`config.mk`:
```
export PLATFORM = sky130hd
export DESIGN_NAME = display_brightness_mode_controller_unit
export DESIGN_NICKNAME = d
export VERILOG_FILES = /design/src/rtl/dbmc_pkg.sv /design/src/rtl/display_brightness_mode_controller_unit.sv
export SDC_FILE = /design/constraint.sdc
export NUM_CORES = 1
export LEC_CHECK = 0
export ABC_CLOCK_PERIOD_IN_PS = 12800
export BUFFER_PORTS_ARGS = -buffer_cell sky130_fd_sc_hd__buf_2
export CORE_MARGIN = 5
export CORE_UTILIZATION = 41
export DETAILED_ROUTE_END_ITERATION = 6
export PLACE_DENSITY = 0.57
export SLEW_MARGIN = 15
export SYNTH_ARGS = -nofsm -noshare
export SYNTH_HDL_FRONTEND = slang
export SYNTH_SLANG_ARGS = --single-unit
export TNS_END_PERCENT = 10
```
`constraint.sdc`:
```
create_clock -name clk -period 12.8 [get_ports clk]
set_input_delay 0.64 -clock clk [delete_from_list [all_inputs] [get_ports clk]]
set_output_delay 0.64 -clock clk [all_outputs]
set_load 0.01 [all_outputs]
```
`src/rtl/dbmc_pkg.sv`:
```
// ----------------------------------------------------------------------------
// Display brightness mode controller package
// Transaction types, action and mode codes, register map and reset values.
// ----------------------------------------------------------------------------
package dbmc_pkg;

  localparam int CFG_ADDR_W   = 5;
  localparam int CFG_DATA_W   = 32;
  localparam int TIMEOUT_MS_W = 26;

  localparam logic [9:0] MS_PER_SEC = 10'd1000;

  localparam logic [7:0]  LEVEL_RST            = 8'd255;
  localparam logic        ENGINE_ENABLE_RST    = 1'b1;
  localparam logic [7:0]  DAY_BRIGHTNESS_RST   = 8'd200;
  localparam logic [7:0]  ALERT_BRIGHTNESS_RST = 8'd255;
  localparam logic [7:0]  MUTE_BRIGHTNESS_RST  = 8'd64;
  localparam logic [7:0]  IDLE_BRIGHTNESS_RST  = 8'd32;
  localparam logic [15:0] IDLE_TIMEOUT_RST     = 16'd0;

  typedef enum logic [1:0] {
    ACT_TICK     = 2'd0,
    ACT_ACTIVITY = 2'd1,
    ACT_SET_DAY  = 2'd2,
    ACT_RESTART  = 2'd3
  } action_t;

  typedef enum logic [1:0] {
    MODE_DAY   = 2'd0,
    MODE_IDLE  = 2'd1,
    MODE_BOOST = 2'd2,
    MODE_MUTE  = 2'd3
  } mode_t;

  typedef enum logic [2:0] {
    REG_ENGINE_ENABLE    = 3'd0,
    REG_DAY_BRIGHTNESS   = 3'd1,
    REG_ALERT_BRIGHTNESS = 3'd2,
    REG_MUTE_BRIGHTNESS  = 3'd3,
    REG_IDLE_BRIGHTNESS  = 3'd4,
    REG_IDLE_TIMEOUT     = 3'd5
  } reg_idx_t;

  typedef struct packed {
    action_t     action;
    logic [31:0] now_ms;
    logic        alerts_present;
    logic        muted;
    logic [7:0]  new_day_base;
  } in_item_t;

  typedef struct packed {
    logic [7:0] brightness;
    logic       brightness_changed;
    mode_t      mode;
  } out_item_t;

endpackage

```
`src/rtl/display_brightness_mode_controller_unit.sv`:
```
// ----------------------------------------------------------------------------
// Display brightness mode controller unit
// Selects the display brightness from day, idle dim, alert boosted and alert
// muted modes, driven by tick, activity, day base and restart transactions.
//
// The input channel (in_valid, in_ready, in_data) carries one action per
// transaction. Every input transaction produces exactly one result
// transaction on the output channel (out_valid, out_ready, out_data) with the
// new level, a changed flag and the mode.
// An accepted transaction lands in an input register; its result is computed
// from that register and the state and lands in the output register once that
// register is empty or its result is being taken. One transaction per cycle is
// sustained while the receiver takes every result; the state update is a
// single pass of short compare and subtract logic.
// When the receiver stalls, the output register holds its result and the
// input register still takes one more transaction before in_ready drops.
// Reset loads the register reset values, sets the mode to day, the level to
// 255 and the day base to 200, and empties both registers. The configuration
// port must be written only while no transaction is in flight; the block does not enforce it.
// ----------------------------------------------------------------------------
module display_brightness_mode_controller_unit
  import dbmc_pkg::*;
(
  input  logic                  clk,
  input  logic                  rst_n,

  input  logic                  in_valid,
  output logic                  in_ready,
  input  in_item_t              in_data,

  output logic                  out_valid,
  input  logic                  out_ready,
  output out_item_t             out_data,

  input  logic                  cfg_psel,
  input  logic                  cfg_penable,
  input  logic                  cfg_pwrite,
  input  logic [CFG_ADDR_W-1:0] cfg_paddr,
  input  logic [CFG_DATA_W-1:0] cfg_pwdata,
  output logic [CFG_DATA_W-1:0] cfg_prdata,
  output logic                  cfg_pready
);

  logic                    engine_en_r;
  logic [7:0]              day_bright_r;
  logic [7:0]              alert_bright_r;
  logic [7:0]              mute_bright_r;
  logic [7:0]              idle_bright_r;
  logic [15:0]             idle_timeout_r;
  logic [TIMEOUT_MS_W-1:0] timeout_ms_r;

  mode_t                   mode_r;
  mode_t                   mode_nxt;
  logic [7:0]              level_r;
  logic [7:0]              level_nxt;
  logic [7:0]              day_base_r;
  logic [7:0]              day_base_nxt;
  logic [31:0]             last_act_r;
  logic [31:0]             last_act_nxt;
  logic                    prev_alert_r;
  logic                    prev_alert_nxt;

  logic                    in_valid_r;
  in_item_t                in_r;
  logic                    out_valid_r;
  out_item_t               out_r;

  logic                    cfg_wr;
  reg_idx_t                cfg_idx;
  logic                    advance;
  logic [31:0]             elapsed;
  logic                    idle_expired;

  assign cfg_pready = 1'b1;
  assign cfg_wr     = cfg_psel && cfg_penable && cfg_pwrite;
  assign cfg_idx    = reg_idx_t'(cfg_paddr[CFG_ADDR_W-1:2]);

  always_comb begin
    cfg_prdata = '0;
    unique case (cfg_idx)
      REG_ENGINE_ENABLE:    cfg_prdata = {31'd0, engine_en_r};
      REG_DAY_BRIGHTNESS:   cfg_prdata = {24'd0, day_bright_r};
      REG_ALERT_BRIGHTNESS: cfg_prdata = {24'd0, alert_bright_r};
      REG_MUTE_BRIGHTNESS:  cfg_prdata = {24'd0, mute_bright_r};
      REG_IDLE_BRIGHTNESS:  cfg_prdata = {24'd0, idle_bright_r};
      REG_IDLE_TIMEOUT:     cfg_prdata = {16'd0, idle_timeout_r};
      default:              cfg_prdata = '0;
    endcase
  end

  always_ff @(posedge clk) begin
    if (!rst_n) begin
      engine_en_r    <= ENGINE_ENABLE_RST;
      day_bright_r   <= DAY_BRIGHTNESS_RST;
      alert_bright_r <= ALERT_BRIGHTNESS_RST;
      mute_bright_r  <= MUTE_BRIGHTNESS_RST;
      idle_bright_r  <= IDLE_BRIGHTNESS_RST;
      idle_timeout_r <= IDLE_TIMEOUT_RST;
      timeout_ms_r   <= '0;
    end else begin
      timeout_ms_r <= {{(TIMEOUT_MS_W-16){1'b0}}, idle_timeout_r}
                      * TIMEOUT_MS_W'(MS_PER_SEC);
      if (cfg_wr) begin
        unique case (cfg_idx)
          REG_ENGINE_ENABLE:    engine_en_r    <= cfg_pwdata[0];
          REG_DAY_BRIGHTNESS:   day_bright_r   <= cfg_pwdata[7:0];
          REG_ALERT_BRIGHTNESS: alert_bright_r <= cfg_pwdata[7:0];
          REG_MUTE_BRIGHTNESS:  mute_bright_r  <= cfg_pwdata[7:0];
          REG_IDLE_BRIGHTNESS:  idle_bright_r  <= cfg_pwdata[7:0];
          REG_IDLE_TIMEOUT:     idle_timeout_r <= cfg_pwdata[15:0];
          default: ;
        endcase
      end
    end
  end

  assign advance   = in_valid_r && (!out_valid_r || out_ready);
  assign in_ready  = !in_valid_r || advance;
  assign out_valid = out_valid_r;
  assign out_data  = out_r;

  assign elapsed      = in_r.now_ms - last_act_r;
  assign idle_expired = (timeout_ms_r != '0) &&
                        (elapsed >= {{(32-TIMEOUT_MS_W){1'b0}}, timeout_ms_r});

  always_comb begin
    mode_nxt       = mode_r;
    level_nxt      = level_r;
    day_base_nxt   = day_base_r;
    last_act_nxt   = last_act_r;
    prev_alert_nxt = prev_alert_r;
    case (in_r.action)
      ACT_TICK: begin
        prev_alert_nxt = in_r.alerts_present;
        if (engine_en_r) begin
          if (in_r.alerts_present) begin
            last_act_nxt = in_r.now_ms;
            if (in_r.muted) begin
              if (mode_r != MODE_MUTE) begin
                mode_nxt  = MODE_MUTE;
                level_nxt = mute_bright_r;
              end
            end else if (mode_r != MODE_BOOST) begin
              mode_nxt  = MODE_BOOST;
              level_nxt = alert_bright_r;
            end
          end else begin
            if (prev_alert_r) begin
              mode_nxt  = MODE_DAY;
              level_nxt = day_base_r;
            end
            if (mode_nxt != MODE_IDLE && idle_expired) begin
              mode_nxt  = MODE_IDLE;
              level_nxt = idle_bright_r;
            end
          end
        end
      end
      ACT_ACTIVITY: begin
        last_act_nxt = in_r.now_ms;
        if (mode_r == MODE_IDLE) begin
          mode_nxt  = MODE_DAY;
          level_nxt = day_base_r;
        end
      end
      ACT_SET_DAY: begin
        last_act_nxt = in_r.now_ms;
        day_base_nxt = in_r.new_day_base;
        if (mode_r == MODE_IDLE || mode_r == MODE_DAY) begin
          mode_nxt  = MODE_DAY;
          level_nxt = in_r.new_day_base;
        end
      end
      default: begin
        last_act_nxt   = in_r.now_ms;
        day_base_nxt   = day_bright_r;
        level_nxt      = LEVEL_RST;
        mode_nxt       = MODE_DAY;
        prev_alert_nxt = 1'b0;
      end
    endcase
  end

  always_ff @(posedge clk) begin
    if (!rst_n) begin
      in_valid_r   <= 1'b0;
      out_valid_r  <= 1'b0;
      mode_r       <= MODE_DAY;
      level_r      <= LEVEL_RST;
      day_base_r   <= DAY_BRIGHTNESS_RST;
      last_act_r   <= '0;
      prev_alert_r <= 1'b0;
    end else begin
      if (in_ready) begin
        in_valid_r <= in_valid;
      end
      if (advance) begin
        out_valid_r  <= 1'b1;
        mode_r       <= mode_nxt;
        level_r      <= level_nxt;
        day_base_r   <= day_base_nxt;
        last_act_r   <= last_act_nxt;
        prev_alert_r <= prev_alert_nxt;
      end else if (out_ready) begin
        out_valid_r <= 1'b0;
      end
    end
  end

  always_ff @(posedge clk) begin
    if (in_valid && in_ready) begin
      in_r <= in_data;
    end
    if (advance) begin
      out_r.brightness         <= level_nxt;
      out_r.brightness_changed <= (level_nxt != level_r);
      out_r.mode               <= mode_nxt;
    end
  end

endmodule
```
Yosys cells after proc, flatten, opt, wreduce, memory -nomap -nowiden
Cells that the tools add are included.

Memories: 0. Memory bits (read-only): 0. Input bits: 88. Output and inout bits: 46. Flip-flop bits (word level): 183. Logic and storage cells: 100. Memory bits (writable): 0. Latch bits: 0.

$mul: 1. Mux-type cells: 31. $lt $le $gt $ge: 1. Bitwise gates (word level): 2. Shifts and indexed selects: 0. Add/sub/neg operators: 1. Divide/modulo/power cells: 0. Equality and inequality tests: 14. Reductions and logical operators: 27.

Operators with widths (number): two-way mux 32 bit (3); one-hot mux 16 bit (6 select lines) (1); two-way mux 8 bit (9); >= comparator 32 x 26 -> 1 bit (1); subtractor 32 bit (1); nonzero test 26 bit (1); two-way mux 2 bit (12); one-hot mux 8 bit (3 select lines) (1); multiplier 16 x 7 -> 23 bit (second input constant) (1); one-hot mux 8 bit (2 select lines) (1); AND reduction 2 bit (8); inequality test 2 bit (second input constant) (4); inequality test 8 bit (1); == test 3 x 2 -> 1 bit (second input constant) (2); == test 3 bit (second input constant) (2); logical AND 1 bit (6); one-hot mux 2 bit (3 select lines) (1); == test 2 x 1 -> 1 bit (second input constant) (2); logical NOT 2 bit (2); OR reduction 2 bit (2); == test 3 x 1 -> 1 bit (second input constant) (1); logical NOT 3 bit (1); logical OR 1 bit (3); AND reduction 3 bit (1); other kinds (7) (10).

Logic depth before layout (Yosys ltp)
Gate-level depths: netlist (run 1).

Depth after elaboration: 11. Mapped depth: 29. Mapped depth without buffers: 28.

Worst setup path before layout (run 1)
No wires, ideal clock.

Path type: register to register. From: register in_r[10] (netlist name). To: register out_r (netlist bit out_data[2]) (data pin). Data required time: 12528 ps. Stages on the path, launching flop included: 30. Period minus slack after synthesis: 5842 ps. Setup time: 272 ps. Data arrival time: 5570 ps. Setup slack: 6958 ps. Cells stage by stage: edfxtp_1 inv_1 ha_1 fa_1 nor2b_1 o31a_1 o211ai_1 and2_1 o22ai_1 nor2b_1 nand2b_1 a21oi_1 o21bai_1 a21oi_1 xnor2_1 ha_1 inv_1 nor4_1 o21ai_0 o21ai_0 or4_1 a211o_1 a2111oi_4 a21oi_2 buf_6 or3_1 a31o_1 a221oi_2 o221ai_1 or4b_1.

Longest elaborated chain between the ends: 9.

RTL lines: from (decl) (line display_brightness_mode_controller_unit.sv:64) `in_item_t in_r;`; from (signal assigned) (line display_brightness_mode_controller_unit.sv:212) `in_r <= in_data;`; subtractor 32 bit (line display_brightness_mode_controller_unit.sv:122) `assign elapsed = in_r.now_ms - last_act_r;`; >= comparator 32 x 26 -> 1 bit (line display_brightness_mode_controller_unit.sv:124) `(elapsed >= {{(32-TIMEOUT_MS_W){1'b0}}, timeout_ms_r});`; logical AND 1 bit (line display_brightness_mode_controller_unit.sv:123) `assign idle_expired = (timeout_ms_r != '0) &&`; logical AND 1 bit (line display_brightness_mode_controller_unit.sv:152) `if (mode_nxt != MODE_IDLE && idle_expired) begin`; two-way mux 8 bit (line display_brightness_mode_controller_unit.sv:152); two-way mux 8 bit (line display_brightness_mode_controller_unit.sv:136) `if (in_r.alerts_present) begin`; two-way mux 8 bit (line display_brightness_mode_controller_unit.sv:135) `if (engine_en_r) begin`; one-hot mux 8 bit (3 select lines) (line display_brightness_mode_controller_unit.sv:132) `case (in_r.action)`; named net level_nxt[4] (line display_brightness_mode_controller_unit.sv:55) `logic [7:0] level_nxt;`; inequality test 8 bit (line display_brightness_mode_controller_unit.sv:216) `out_r.brightness_changed <= (level_nxt != level_r);`; to (decl) (line display_brightness_mode_controller_unit.sv:66) `out_item_t out_r;`.

The timed path passes the listed nets, and every way through them passes these cells. A chain may end at the register's enable or synchronous reset.

Final worst setup path (run 1)
From: register in_r[10] (netlist name). To: register out_r (netlist bit out_data[2]) (data pin).

Longest elaborated chain between the ends: 9.

RTL lines (line): subtractor 32 bit (display_brightness_mode_controller_unit.sv:122); >= comparator 32 x 26 -> 1 bit (display_brightness_mode_controller_unit.sv:124); logical AND 1 bit (display_brightness_mode_controller_unit.sv:123); logical AND 1 bit (display_brightness_mode_controller_unit.sv:152); two-way mux 8 bit (display_brightness_mode_controller_unit.sv:152); two-way mux 8 bit (display_brightness_mode_controller_unit.sv:136); two-way mux 8 bit (display_brightness_mode_controller_unit.sv:135); one-hot mux 8 bit (3 select lines) (display_brightness_mode_controller_unit.sv:132); inequality test 8 bit (display_brightness_mode_controller_unit.sv:216).

Every way passes these cells.

==> results of run 1 <==
==> worst max-delay path by stage <==
stage	from	endpoint
2_1_floorplan	in_r[10]	out_data[2]
3_3_place_gp	in_r[10]	out_data[2]
3_5_place_dp	in_r[10]	out_data[2]
4_1_cts	in_r[10]	out_data[2]
5_1_grt	in_r[10]	out_data[2]
6_report	in_r[10]	out_data[2]
==> cell type report <==
| cell class | instances | area (um^2) | area share |
|---|---|---|---|
| Clock buffer | 18 | 450 | 0.0330 |
| Multi-Input combinational cell | 989 | 7450 | 0.546 |
| Inverter | 110 | 413 | 0.0303 |
| Sequential cell | 180 | 4150 | 0.304 |
| Timing Repair Buffer | 103 | 528 | 0.0387 |
| Tap cell | 390 | 488 | 0.0358 |
| Clock inverter | 14 | 161 | 0.0118 |
==> cells in the mapped netlist (11+ instances only) <==
library cell,count,area (um^2)
xor2_1,14,123
nor2b_1,11,68.8
dfxtp_1,125,2500
buf_4,17,128
inv_1,110,413
edfxtp_1,55,1650
nor2_1,88,330
clkbuf_1,46,173
mux2i_1,45,450
nand2b_1,22,138
nand2_1,170,638
nand3_1,29,145
xnor2_1,26,228
ha_1,111,1390
o21ai_0,44,220
a21oi_1,103,515
a21o_1,15,113
o22ai_1,11,68.8
and2_1,14,87.6
o211ai_1,15,113
mux2_2,35,394
nor3_1,17,85.1
fa_1,55,1100
==> state kept, by name, indices dropped and copies added, names as in the netlist <==
register        flops
alert_bright_r      8
day_base_r          8
day_bright_r        8
engine_en_r         1
idle_bright_r       8
idle_timeout_r     16
in_r               44
in_valid_r          1
last_act_r         32
level_r             8
mode_r              2
mute_bright_r       8
out_data           11
out_valid           1
prev_alert_r        1
timeout_ms_r       23
==> stage by stage <==
stage,instances,util
final,1804,0.460
after global routing,1804,0.460
after CTS,1804,0.460
after detailed placement,1772,0.440
after global placement,1772,0.440
after floorplan,1348,-
==> worst max-delay path, delay by kind of cell (launching register included) <==
kind / cells / cell delay, ns
muxes: 1 / 0.39
and+or+nand+nor: 8 / 1.76
buffers and inverters: 2 / 0.08
adders and majority gates: 3 / 0.92
DFF: 1 / 0.34
AOI/OAI and AO/OA: 13 / 2.83
xor gates and xnor gates: 1 / 0.14
==> logic make-up after synthesis <==
| kind of cell | after synthesis |
|---|---|
| simple gates | 402 |
| compound gates | 282 |
| flops | 180 |
| buf+inv | 179 |
| fa+ha+maj | 166 |
| mux | 82 |
| xor+xnor | 40 |
| other cells | 2 |
==> power groups by stage <==
stage | registers, uW | logic, uW | clock network (uW)
floorplan | 635 | 200 | 0
global placement | 642 | 254 | 0
detailed placement | 642 | 257 | 0
CTS | 629 | 259 | 572
global route | 632 | 293 | 595
finish | 629 | 259 | 556
==> cells in the final DEF, fill, tap and decap left out, types with 29 or more instances in the layout <==
master / count
nand2_1: 170
o21ai_0: 44
mux2i_1: 45
mux2_2: 35
a21oi_1: 102
edfxtp_1: 55
buf_2: 98
fa_1: 55
nand3_1: 29
ha_1: 111
inv_1: 109
dfxtp_1: 125
nor2_1: 88
==> layer usage <==
metal | up-vias | global-route usage
met5 | - | 0
li1 | 4762 | -
met2 | 210 | 0.274
met4 | 0 | 0.0450
met1 | 4551 | 0.249
met3 | 33 | 0.0383
==> summary.txt, run 1 <==
Outcome
  – Outcome: complete, no violations

STA
  – Skew final: 0.0138 ns
  – Final setup viols: 0
  – Final Hold Vio Count: 0
  – RSZ-0062 raised after global routing: false
  – Worst slew pin tran: 1.13 ns
  – Hold Slack: 0.354 ns
  – Final Cycle Share: 0.526
  – Period minus WS final: 6.74 ns
  – Max Slew Vio Count: 0
  – Setup ws final: 6.06 ns
  – FMAX: 0.148 GHz
  – Total Neg Setup Slack: 0 ns
  – Slew HR: 0.244

Drt
  – Wire length per cell: 16.2 um
  – Metal3 WL: 1410 um
  – Met2 Wirelength: 13100 um
  – First-pass detailed-route iteration total: 5
  – Drt via density: 5.30
  – Final wirelength: 29100 um
  – Top Layer Used: met4
  – Post-route ant nets: 0
  – Number of remaining DRC errors: 0
  – Vias: 9556
  – WL met1: 14200 um
  – Initial DRC count: 570

Die
  – Die Wd: 183 um
  – I/O pins: 134
  – Initial core utilization: 0.415
  – DIE AREA: 0.0335 mm^2
  – Die height: 183 um
  – Standard-cell row count: 63
  – Core ar.: 0.0296 mm^2

Setup path
  – Slowest cell on the critical path: a21oi_2
  – RR Endpoint: out_data[2]
  – Flop2flop setup slack: 6.06 ns
  – RR Startpoint: in_r[10]
  – Crit Path Max Fanout: 13
  – Cells on worst reg2reg path: 28
  – Slowest stage delay, CP: 0.64 ns
  – CP required: 12.99 ns
  – Crit. End Element: flop
  – Critical Path AT: 6.93 ns
  – Worst Setup Path Type: flop to flop
  – Startpoint Class: flop

Pwr
  – Peak supply drop: 0.0980 mV
  – LEAKAGE: 0.00593 uW
  – Net load switching power: 420 uW
  – PD cells: 106 mW/mm^2
  – Switching portion of total power: 0.291
  – Total power: 1440 uW
  – Clock share of power: 0.385
  – Comb pwr share: 0.179
  – Sequential Power Share: 0.435
  – Internal: 1020 uW

Clocking
  – Skew-Pair Late Insertion Delay: 0.46 ns
  – Longest Clk Path Bufs: 2
  – TritonCTS clock tree: yes
  – Clk sink count: 180
  – CTS Buf Count: 17
  – Clock transition at path regs: 0.07 ns
  – Post CTS Setup Buffer Count: 0
  – Cts hold-fix bufs: 0
  – H-tree depth: 4
  – Clock root buffer: clkbuf_16
  – CTS resizes: 0

Global route
  – Number of global-route vias before repair: 9314
  – First-pass GRT wire length: 48200 um
  – Total grt overflow: 0
  – Total track usage: 0.176
  – Pin count of the biggest net entering global routing: 87
  – Initial antenna violation count: 0

Finish
  – Ant diodes: 0
  – Area Overhead vs Synth: 11.1%
  – Layout Cell Area excl Fill: 0.0136 mm^2
  – Share of post-route cells with drive strength above 1: 0.129
  – Filler cell count: 2901
  – Nets: 1655

Yosys
  – Number of synthesized flops with an enable pin: 55
  – Sequential fraction of the synthesis area: 0.338
  – Flops & latches, synth: 180
  – Post-synthesis xor/xnor area fraction: 0.0285
  – Avg Cell Area, Syn: 9.22 um^2
  – Warnings, synthesis: 0
  – Synth unique cells: 72
  – Mapped Cells: 1333
  – Compound-Gate Fraction of Synth Area: 0.150
  – Synth Area in Simple Gates: 0.149
  – Cell Area, Synth: 0.0123 mm^2
  – Main combinational cell family by area after synthesis: adder cells
  – Top FF cell, synth: dfxtp_1
  – Post-synthesis mux area share: 0.0706
  – Ys async rst share: 0
  – Post-synthesis adder-cell area fraction: 0.203

Place
  – Port Buf Inserts: 98
  – Pre-CTS setup slack: 6.04 ns
  – Post-Place Cell Area: 0.0130 mm^2
  – Post-detail-place hpwl: 21900 um
  – GP Congestion: 0.896

Hold path
  – Hold path depth: 1
  – Type of the most critical hold path: input pin to flop
  – Hold path start: in_data[5]
  – Hold Path End: in_r[5]

Job
  – Max-Cap Viols: 0
Note: power is estimated with default switching activity, not from simulation.
==> run 2, diff against run 1 <==
- ABC_AREA: default -> 1
- ABC_CLOCK_PERIOD_IN_PS: 12800 -> 5400
- PLACE_DENSITY: 0.57 -> 0.59
- clock period: 12.8 -> 5.4 ns (I/O delays scaled with it)
==> run 2 against run 1 <==
  * Core utilization grew 1.5 points
  * Wire length grew 8.3%
  * Synthesized cell count grew 25%
  * Fmax grew 37%
  * Combinational power grew to 3.2 times the previous value
  * Total power grew 150%
  * Clock power grew 120%
  * Design area grew 6.5%
  * Worst setup slack lost 5.6 ns
  * Hold slack lost 0.26 ns
  * Sequential share of layout area shrank 1.8 points
  * Critical path type unchanged
==> summary.txt, run 2 <==
Finish
  – Area Overhead vs Synth: 14.5% (was 11.1%)
  – Ant diodes: 0 (unchanged)
  – Filler cell count: 3064 (was 2901)
  – Top flop regs: in_r x44, last_act_r x32, timeout_ms_r x23 (unchanged)
  – Multi-input gate area: 0.00730 mm^2 (was 0.00745 mm^2)
  – Max reg flops: 44 (unchanged)
  – Register area: 0.00416 mm^2 (was 0.00415 mm^2)
  – Share of post-route cells with drive strength above 1: 0.0958 (was 0.129)
  – Commonest non-fill, non-tap cell in the layout: nand2_1 (unchanged)
  – Top reg by flops: in_r (unchanged)
  – Fin cells: 2202 (was 1804)
  – Most frequent cells in the layout: 332 x nand2_1, 274 x inv_1, 161 x o21ai_0, 159 x a21oi_1, 126 x nor2_1 (was 170 x nand2_1, 125 x dfxtp_1, 111 x ha_1, 109 x inv_1, 102 x a21oi_1)
  – Nets: 2047 (was 1655)

Place
  – Cells after DPL: 2126 (was 1772)
  – GP Congestion: 0.941 (was 0.896)
  – Pre-CTS setup slack: 0.434 ns (was 6.04 ns)
  – Port Buf Inserts: 98 (unchanged)
  – Post-detail-place hpwl: 24600 um (was 21900 um)

Global route
  – Pin count of the biggest net entering global routing: 68 (was 87)
  – Initial antenna violation count: 0 (unchanged)
  – Number of global-route vias before repair: 10.7k (was 9314)
  – Total grt overflow: 0 (unchanged)
  – First-pass GRT wire length: 52400 um (was 48200 um)
  – Total track usage: 0.189 (was 0.176)

STA
  – Period minus WS final: 4.94 ns (was 6.74 ns)
  – Worst slew pin tran: 1.00 ns (was 1.13 ns)
  – Setup ws final: 0.465 ns (was 6.06 ns)
  – Slew HR: 0.332 (was 0.244)
  – Final setup viols: 0 (unchanged)
  – Final Hold Vio Count: 0 (unchanged)
  – Total Neg Setup Slack: 0 ns (unchanged)
  – RSZ-0062 raised after global routing: false (unchanged)
  – Max Slew Vio Count: 0 (unchanged)
  – FMAX: 0.203 GHz (was 0.148 GHz)
  – Skew final: 0.0195 ns (was 0.0138 ns)
  – Final Cycle Share: 0.914 (was 0.526)
  – Hold Slack: 0.0955 ns (was 0.354 ns)

Setup path
  – Startpoint Class: flop (unchanged)
  – Flop2flop setup slack: 0.46 ns (was 6.06 ns)
  – Critical Path AT: 5.31 ns (was 6.93 ns)
  – Crit Path Max Fanout: 8 (was 13)
  – CP required: 5.78 ns (was 12.99 ns)
  – Worst Setup Path Type: flop to flop (unchanged)
  – Crit. End Element: flop (unchanged)

Yosys
  – Ys async rst share: 0 (unchanged)
  – Top cell type's share of synthesized area: 0.197 (was 0.204)
  – Cell Area, Synth: 0.0127 mm^2 (was 0.0123 mm^2)
  – Flops & latches, synth: 180 (unchanged)
  – Avg Cell Area, Syn: 7.61 um^2 (was 9.22 um^2)
  – Sequential fraction of the synthesis area: 0.327 (was 0.338)
  – Synth unique cells: 49 (was 72)
  – Number of synthesized flops with an enable pin: 55 (unchanged)
  – Post-synth top area cell: dfxtp_1 (unchanged)
  – Mapped Cells: 1668 (was 1333)
  – Top-count cell post-synth: nand2_1 (unchanged)
  – Warnings, synthesis: 0 (unchanged)
  – Top cells by area, synth: dfxtp_1 20%, edfxtp_1 13%, ha_1 11% (unchanged)
  – Post-synth top cells: 332 x nand2_1, 275 x inv_1, 161 x o21ai_0 (was 170 x nand2_1, 125 x dfxtp_1, 111 x ha_1)
  – Top FF cell, synth: dfxtp_1 (unchanged)

Clocking
  – Clk sink count: 180 (unchanged)
  – H-tree depth: 4 (unchanged)
  – Post CTS Setup Buffer Count: 0 (unchanged)
  – TritonCTS clock tree: yes (unchanged)
  – Clock root buffer: clkbuf_16 (unchanged)
  – CTS Buf Count: 17 (unchanged)
  – Longest Clk Path Bufs: 2 (unchanged)
  – Skew-Pair Late Insertion Delay: 0.46 ns (about the same)
  – Clock transition at path regs: 0.07 ns (about the same)

Drt
  – Initial DRC count: 805 (was 570)
  – Drt via density: 5.02 (was 5.30)
  – Post-route ant nets: 0 (unchanged)
  – Wire length per cell: 14.3 um (was 16.2 um)
  – Final wirelength: 31600 um (was 29100 um)
  – Vias: 11.0k (was 9556)
  – First-pass detailed-route iteration total: 7 (was 5)
  – Number of remaining DRC errors: 0 (unchanged)

Die
  – Die Wd: 186 um (was 183 um)
  – Core ar.: 0.0306 mm^2 (was 0.0296 mm^2)
  – DIE AREA: 0.0346 mm^2 (was 0.0335 mm^2)
  – Standard-cell row count: 64 (was 63)
  – I/O pins: 134 (unchanged)
  – Die height: 186 um (was 183 um)
  – Initial core utilization: 0.415 (about the same)

Job
  – Max-Cap Viols: 0 (unchanged)

Pwr
  – Total power: 3600 uW (was 1440 uW)
  – Peak supply drop: 0.239 mV (was 0.0980 mV)
  – PD cells: 247 mW/mm^2 (was 106 mW/mm^2)
  – LEAKAGE: 0.00710 uW (was 0.00593 uW)

Outcome
  – Outcome: complete, no violations (unchanged)

Hold path
  – Type of the most critical hold path: input pin to flop (unchanged)
[run 2: cell count changes in the layout (fill, tap and decap cells not counted), sizes merged, moves of 45 or more]
cell,before,now
a21oi,104,160
inv,120,285
mux2i,45,0
nand2,170,353
o21ai,46,164
[run 2: layout make-up]
class / instances / share of cell area
repair buffers: 145 / 0.0656
well taps: 396 / 0.0341
clock buffers: 17 / 0.0293
multi-input cells: 1171 / 0.502
flip-flops and latches: 180 / 0.286
inverters: 278 / 0.0718
clock inverters: 15 / 0.0110
[run 2: metal layers]
layer  track usage  vias to the layer above  wire [um]
li1              -                     5651          -
met3        0.0391                       47       1650
met2         0.306                      271      14400
met5             0                        -          0
met4        0.0542                        0        626
met1         0.255                     5076      14800
[run 2: path summary, 6_finish.rpt]
kind         cells past startpoint                  to         startpoint
max reg2reg                     19    timeout_ms_r[22]  idle_timeout_r[2]
min reg2reg                      2   alert_bright_r[3]  alert_bright_r[3]
max                             19    timeout_ms_r[22]  idle_timeout_r[2]
min                              3  idle_timeout_r[14]     cfg_pwdata[14]
[run 2: cell families (layout without fill, tap and decap cells)]
logic type,Yosys count,count (layout),share of synthesized area
AOI/OAI and AO/OA,381,381,0.162
xor gates and xnor gates,26,26,0.0179
adders and majority gates,166,166,0.196
buffers and inverters,332,455,0.103
DFF,180,180,0.327
other,2,17,0.000591
and+or+nand+nor,581,581,0.193
[run 2: power breakdown]
part           total (uW)  leakage, uW  switching, uW  internal [uW]
Clock                1250     0.000293            597            657
Sequential           1510      0.00155           48.3           1460
Combinational         832      0.00525            516            317
[run 2: through the flow]
step	util	cell area, um^2
final	0.475	14500
after detailed placement	0.442	13500
after CTS	0.475	14500
after global placement	0.442	13500
after floorplan	-	12800
after global routing	0.475	14500
[run 2: worst max-delay path, stage by stage (launching register included)]
cell and delay [ns]:
dfxtp_2 0.47, fa_1 0.50, fa_1 0.55, inv_1 0.05
fa_1 0.53, inv_1 0.05, fa_1 0.46, ha_1 0.39
a21oi_1 0.11, o21ai_0 0.22, a21oi_1 0.09, o21ai_0 0.29
nand2_1 0.08, nand2_1 0.07, a21oi_1 0.07, o21ai_0 0.27
a31oi_1 0.17, o21ai_0 0.23, o21ai_0 0.10, a21oi_1 0.16
[run 2: repair_timing]
item | 4_1_cts | 5_1_grt
endpoints found under the setup margin | 0 | 1
hold buffers | 44 | 0
endpoints found under the hold margin | 44 | 0
resized for setup | 0 | 3
